--- config.mk ---
export PLATFORM = sky130hd
export DESIGN_NAME = sorted_insert_priority_queue_top
export DESIGN_NICKNAME = d
export VERILOG_FILES = /design/src/rtl/core/spq_pkg.sv /design/src/rtl/core/spq_cell.sv /design/src/rtl/core/sorted_insert_priority_queue_top.sv
export SDC_FILE = /design/constraint.sdc
export NUM_CORES = 2
export LEC_CHECK = 0
export BUFFER_PORTS_ARGS = -buffer_cell sky130_fd_sc_hd__buf_2
export CELL_PAD_IN_SITES_DETAIL_PLACEMENT = 0
export CELL_PAD_IN_SITES_GLOBAL_PLACEMENT = 1
export CORE_ASPECT_RATIO = 2
export CORE_UTILIZATION = 55
export DETAILED_ROUTE_END_ITERATION = 8
export PLACE_DENSITY = 0.9
export SYNTH_ARGS = -nofsm -noshare
export SYNTH_HDL_FRONTEND = slang
export SYNTH_SLANG_ARGS = --single-unit
--- constraint.sdc ---
create_clock -name clk -period 9.5 [get_ports clk]
set_input_delay 0.95 -clock clk [delete_from_list [all_inputs] [get_ports clk]]
set_output_delay 0.95 -clock clk [all_outputs]
set_load 0.05 [all_outputs]
--- src/rtl/core/spq_pkg.sv ---
package spq_pkg;

    localparam int DEPTH   = 16;
    localparam int VALUE_W = 32;
    localparam int CNT_W   = $clog2(DEPTH + 1);

    localparam logic [CNT_W-1:0] DEPTH_CNT = CNT_W'(DEPTH);

    typedef enum logic
    {
        FUNC_INSERT = 1'b0,
        FUNC_REMOVE = 1'b1
    } func_t;

    typedef enum logic [1:0]
    {
        STATUS_OK    = 2'd0,
        STATUS_FULL  = 2'd1,
        STATUS_EMPTY = 2'd2
    } status_t;

    typedef struct packed
    {
        func_t                      func;
        logic signed [VALUE_W-1:0]  value;
    } spq_in_t;

    typedef struct packed
    {
        logic signed [VALUE_W-1:0]  out_value;
        logic                       out_valid;
        status_t                    status;
        logic [CNT_W-1:0]           count;
        logic                       empty_res;
        logic                       full_res;
    } spq_out_t;

    // Broadcast to every cell of the row
    typedef struct packed
    {
        logic                       ins;
        logic                       rem;
        logic signed [VALUE_W-1:0]  value;
    } spq_cmd_t;

endpackage

--- src/rtl/core/spq_cell.sv ---
module spq_cell
(
    input  logic                                clk,
    input  spq_pkg::spq_cmd_t                   cmd,
    input  logic                                occupied,
    input  logic                                left_less,
    input  logic signed [spq_pkg::VALUE_W-1:0]  left_entry,
    input  logic signed [spq_pkg::VALUE_W-1:0]  right_entry,
    output logic signed [spq_pkg::VALUE_W-1:0]  entry,
    output logic                                less
);

    logic signed [spq_pkg::VALUE_W-1:0] entry_reg;
    logic signed [spq_pkg::VALUE_W-1:0] entry_next;

    // Stored values below the new one stay put; the first cell that is not
    // below takes the new value and the rest take their left neighbour.
    assign less = occupied && (entry_reg < cmd.value);

    always_comb
    begin
        entry_next = entry_reg;
        if (cmd.rem)
        begin
            entry_next = right_entry;
        end
        else if (cmd.ins && !less)
        begin
            entry_next = left_less ? cmd.value : left_entry;
        end
    end

    always_ff @(posedge clk)
    begin
        entry_reg <= entry_next;
    end

    assign entry = entry_reg;

endmodule

--- src/rtl/core/sorted_insert_priority_queue_top.sv ---
// Sorted priority queue built as a row of compare-and-shift cells.
// A transaction's result is captured in the result register when it is accepted.
// Throughput: one operation per cycle; every cell compares and shifts in parallel,
// and a new transaction is taken whenever the result register is empty or being read.
// Reset clears the fill count and the result valid flag; stored values are not
// cleared and only positions below the fill count are ever read.
module sorted_insert_priority_queue_top
(
    input  logic               clk,
    input  logic               rst_n,
    input  logic               in_valid,
    output logic               in_ready,
    input  spq_pkg::spq_in_t   in_data,
    output logic               res_valid,
    input  logic               res_ready,
    output spq_pkg::spq_out_t  res_data
);

    logic [spq_pkg::CNT_W-1:0]  count_reg;
    logic [spq_pkg::CNT_W-1:0]  count_next;
    logic                       res_valid_reg;
    spq_pkg::spq_out_t          res_reg;
    spq_pkg::spq_out_t          res_next;

    logic                       accept;
    logic                       is_full;
    logic                       is_empty;
    logic                       do_ins;
    logic                       do_rem;
    spq_pkg::spq_cmd_t          cmd;

    logic signed [spq_pkg::VALUE_W-1:0] entry_w       [spq_pkg::DEPTH];
    logic signed [spq_pkg::VALUE_W-1:0] left_entry_w  [spq_pkg::DEPTH];
    logic signed [spq_pkg::VALUE_W-1:0] right_entry_w [spq_pkg::DEPTH];
    logic                               less_w        [spq_pkg::DEPTH];
    logic                               left_less_w   [spq_pkg::DEPTH];
    logic                               occupied_w    [spq_pkg::DEPTH];

    assign in_ready = !res_valid_reg || res_ready;
    assign accept   = in_valid && in_ready;
    assign is_full  = (count_reg == spq_pkg::DEPTH_CNT);
    assign is_empty = (count_reg == '0);
    assign do_ins   = accept && (in_data.func == spq_pkg::FUNC_INSERT) && !is_full;
    assign do_rem   = accept && (in_data.func == spq_pkg::FUNC_REMOVE) && !is_empty;

    assign cmd.ins   = do_ins;
    assign cmd.rem   = do_rem;
    assign cmd.value = in_data.value;

    genvar i;
    generate
        for (i = 0; i < spq_pkg::DEPTH; i++)
        begin : g_cell
            assign occupied_w[i] = (spq_pkg::CNT_W'(i) < count_reg);

            if (i == 0)
            begin : g_head
                assign left_less_w[i]  = 1'b1;
                assign left_entry_w[i] = '0;
            end
            else
            begin : g_body
                assign left_less_w[i]  = less_w[i-1];
                assign left_entry_w[i] = entry_w[i-1];
            end

            if (i == spq_pkg::DEPTH - 1)
            begin : g_tail
                assign right_entry_w[i] = '0;
            end
            else
            begin : g_mid
                assign right_entry_w[i] = entry_w[i+1];
            end

            spq_cell u_cell
            (
                .clk         (clk),
                .cmd         (cmd),
                .occupied    (occupied_w[i]),
                .left_less   (left_less_w[i]),
                .left_entry  (left_entry_w[i]),
                .right_entry (right_entry_w[i]),
                .entry       (entry_w[i]),
                .less        (less_w[i])
            );
        end
    endgenerate

    always_comb
    begin
        count_next = count_reg;
        if (do_ins)
        begin
            count_next = count_reg + spq_pkg::CNT_W'(1);
        end
        else if (do_rem)
        begin
            count_next = count_reg - spq_pkg::CNT_W'(1);
        end

        res_next.out_value = do_rem ? entry_w[0] : '0;
        res_next.out_valid = do_rem;
        res_next.count     = count_next;
        res_next.empty_res = (count_next == '0);
        res_next.full_res  = (count_next == spq_pkg::DEPTH_CNT);
        if ((in_data.func == spq_pkg::FUNC_INSERT) && is_full)
        begin
            res_next.status = spq_pkg::STATUS_FULL;
        end
        else if ((in_data.func == spq_pkg::FUNC_REMOVE) && is_empty)
        begin
            res_next.status = spq_pkg::STATUS_EMPTY;
        end
        else
        begin
            res_next.status = spq_pkg::STATUS_OK;
        end
    end

    always_ff @(posedge clk or negedge rst_n)
    begin
        if (!rst_n)
        begin
            count_reg     <= '0;
            res_valid_reg <= 1'b0;
        end
        else
        begin
            count_reg <= count_next;
            if (accept)
            begin
                res_valid_reg <= 1'b1;
            end
            else if (res_ready)
            begin
                res_valid_reg <= 1'b0;
            end
        end
    end

    // Hold the result until taken
    always_ff @(posedge clk)
    begin
        if (accept)
        begin
            res_reg <= res_next;
        end
    end

    assign res_valid = res_valid_reg;
    assign res_data  = res_reg;

    a_count_bound: assert property (@(posedge clk) disable iff (!rst_n)
        count_reg <= spq_pkg::DEPTH_CNT)
        else $error("fill count beyond depth");

    a_rem_count: assert property (@(posedge clk) disable iff (!rst_n)
        do_rem |=> (count_reg == $past(count_reg) - spq_pkg::CNT_W'(1)))
        else $error("remove did not drop fill count by one");

    a_refused_stable: assert property (@(posedge clk) disable iff (!rst_n)
        (accept && !do_ins && !do_rem) |=> $stable(count_reg))
        else $error("refused transaction changed fill count");

    a_accept_result: assert property (@(posedge clk) disable iff (!rst_n)
        accept |=> res_valid_reg)
        else $error("accepted transaction produced no result");

    generate
        for (i = 0; i < spq_pkg::DEPTH - 1; i++)
        begin : g_chk
            a_sorted: assert property (@(posedge clk) disable iff (!rst_n)
                (spq_pkg::CNT_W'(i + 1) < count_reg) |-> (entry_w[i] <= entry_w[i+1]))
                else $error("stored values out of order");
        end
    endgenerate

endmodule

==> impl_results.md <==
* Run status: finished with violations
* Failing checks: max-capacitance violations, max-slew violations
* Via count at 32030
* Crit-path cells: buf_2 -> inv_1 -> ha_1 -> and4_1 -> nor4bb_1 -> nand3_1 -> a211oi_1 -> a211oi_1 -> mux2_2 -> buf_4 -> mux2i_1 -> o21ai_0
* Placement Setup Slack at 2901 ps
* CP delay by family, top: simple AND/OR/NAND/NOR gates
* Final hold vios at 0
* Most common cell in the synthesized netlist: nand2_1
* Most common flop cell mapped by yosys: edfxtp_1
* Cell variety after synth at 69
* Total GRT Usage at 39.81%
* Initial DRC count at 3051
* R2R Setup Slk at 3930 ps
* Worst-margin pin slew at 1514 ps
* VDD IR max at 174.6 µV
* Most Frequent Cell on Critical Path: a211oi_1
* Worst path buffer plus inverter count at 3
* Syn-to-layout area delta at 7.038%
* Clk slew on worst S/H paths at 70 ps
* Die span in x at 189.4 µm
* Synth async-reset ratio at 1.071%
* Total core area at 69590 µm²
* Sequential share of the synthesized area at 42.60%
* Largest net degree at the start of global routing at 225
* Leak at 16.61 nW
* RSZ-0062 raised after global routing: false
* Die H at 376.9 µm
* Detail Route Antenna Nets at 0
* Reg-to-Reg Start: g_cell[1].u_cell.entry[19]$_DFFE_PP_
* Synth Register Bits at 560
* Global-route wire length before repair at 205.7 mm
* Largest register FFs at 512
* Max-Slew Margin vs Limit at -2.027%
* Hold Crit Class: in -> async
* CTS Buffer Depth at 3
* Root Driver: clkbuf_16
* Final min period at 6250 ps
* Grt ovf at 0
* Worst path max stage delay at 1070 ps
* Vias per cell at 6.814
* Pins Over Slew Limit at 2
* Detailed Route WL at 142.6 mm
* Vias in the first global route at 32140
* Most instantiated cells after synthesis: 693 x nand2_1, 522 x edfxtp_1, 499 x ha_1
* Die area at 71400 µm²
* Placed insts at 4598
* Placer Congestion at 0.9920
* Layout cells sized above 1 at 6.667%
* Cells after synthesis at 3788
* Non-filler cells, final at 4700
* Worst setup path class: in -> reg
* Post-DP HPWL at 100.9 mm
* Peak Freq at 160.0 MHz
* Synth area leader: edfxtp_1
* PwrDens at 245.3 nW/µm²
* Clk_lat worst skew at 640 ps
* Post-synthesis average cell area at 10.20 µm²
* Max-cap check violation count at 1
* Post-CTS Hold Fix Bufs at 0
* # DRC at 0
* Worst path required time at 9830 ps
* Nets at 4286
* Startpoint types: primary input
* Setup repair bufs after CTS at 0
* I/O pins at 81
* Synth warn at 0
* Post-layout util at 59.44%
* Clock Skew at 31.63 ps
* Rows at 137
* Fin crit share at 65.78%
* Setup crit end kind: flop
* CTS sink cnt at 560
* Critical Path Start: in_data[18]
* Critical Path Slowest Stage Cell: nor4bb_1
* PostCTS Resize Cnt at 0
* Post-Syn Area at 38650 µm²
* DR WL/cell at 30.34 µm
* CTS buffer count at 53
* TNS Setup at 0 ps
* Share of the synthesized area in the top cell type at 40.56%
* CTS HTree Levels at 2
* CTS tree: done
* Synth Net Count at 4324
* Ranking of synthesized cells by area: edfxtp_1 41%, ha_1 16%, mux2i_1 10%
* Crit-path max FO at 23
* Number of flops mapped to enable cells by yosys at 522
* Starting Density at 55.54%
* Crit path DAT at 6580 ps
* Initial antenna violation count at 1
* Final Setup Violations at 0
* Setup ws final at 3250 ps
* Drt pass-1 iters at 6
* Port Buffers at 80
stage by stage:
stage / hold WS (ps) / power [mW] / cell area [µm²]
floorplan: 514.9 / 6.408 / 38650
finish: 143.7 / 10.15 / 41370
detailed placement: 544.3 / 7.825 / 39660
global route: 144.2 / 10.49 / 41370
global placement: 541.5 / 7.717 / 39650
CTS: 131.1 / 10.01 / 41360
kinds of logic (layout without fill, tap and decap cells):
kind of cell | after synthesis | after routing | synth area share, %
AND/OR/NAND/NOR | 1085 | 1085 | 12.71
AO/OA/AOI/OAI | 957 | 957 | 14.57
flip-flops | 560 | 560 | 42.60
adder cells (fa/ha/maj) | 499 | 499 | 16.15
multiplexers | 392 | 392 | 10.17
buffers and inverters | 292 | 299 | 3.723
XOR/XNOR | 3 | 3 | 0.06800
other | 0 | 2 | 0
power breakdown:
part	switching, mW	internal (mW)
Combinational	2.55	1.39
Sequential	0.536	3.46
Clock	1.04	1.18
per-layer routing:
metal  GRT usage, %  up-vias  share of wire (%)
li1               -    14180                  -
met1          39.46    15380                 32
met2          66.94     1703                 48
met3          7.078      756                7.3
met4          43.15        0                 13
met5              0        -                  0
cell usage in the layout, fill, tap and decap left out, types with 64 or more instances in the layout:
cell type	n
nand2_1	693
edfxtp_1	522
ha_1	499
o21ai_0	436
mux2i_1	383
a21oi_1	186
nand3_1	100
o211ai_1	97
buf_2	82
nor2_1	64
worst paths after layout:
path,end,cells past startpoint
worst max register to register,g_cell[2].u_cell.entry[16]$_DFFE_PP_,10
worst min register to register,g_cell[5].u_cell.entry[0]$_DFFE_PP_,2
worst max-delay path,g_cell[2].u_cell.entry[16]$_DFFE_PP_,12
max in group asynchronous,count_reg[1]$_DFF_PN0_,1
min in group clk,res_valid$_DFFE_PN0P_,2
worst min-delay path,count_reg[2]$_DFF_PN0_,1
layout make-up:
| type | instances | area [µm²] |
|---|---|---|
| multi-input combinational | 2936 | 20990 |
| inverter | 61 | 236.5 |
| antenna | 2 | 5.005 |
| clock inverter | 31 | 262.8 |
| tap | 903 | 1130 |
| fill | 6199 | 28220 |
| clock buffer | 69 | 1439 |
| sequential | 560 | 16470 |
| timing repair buffer | 138 | 843.3 |
Note: power is estimated with default switching activity, not from simulation.
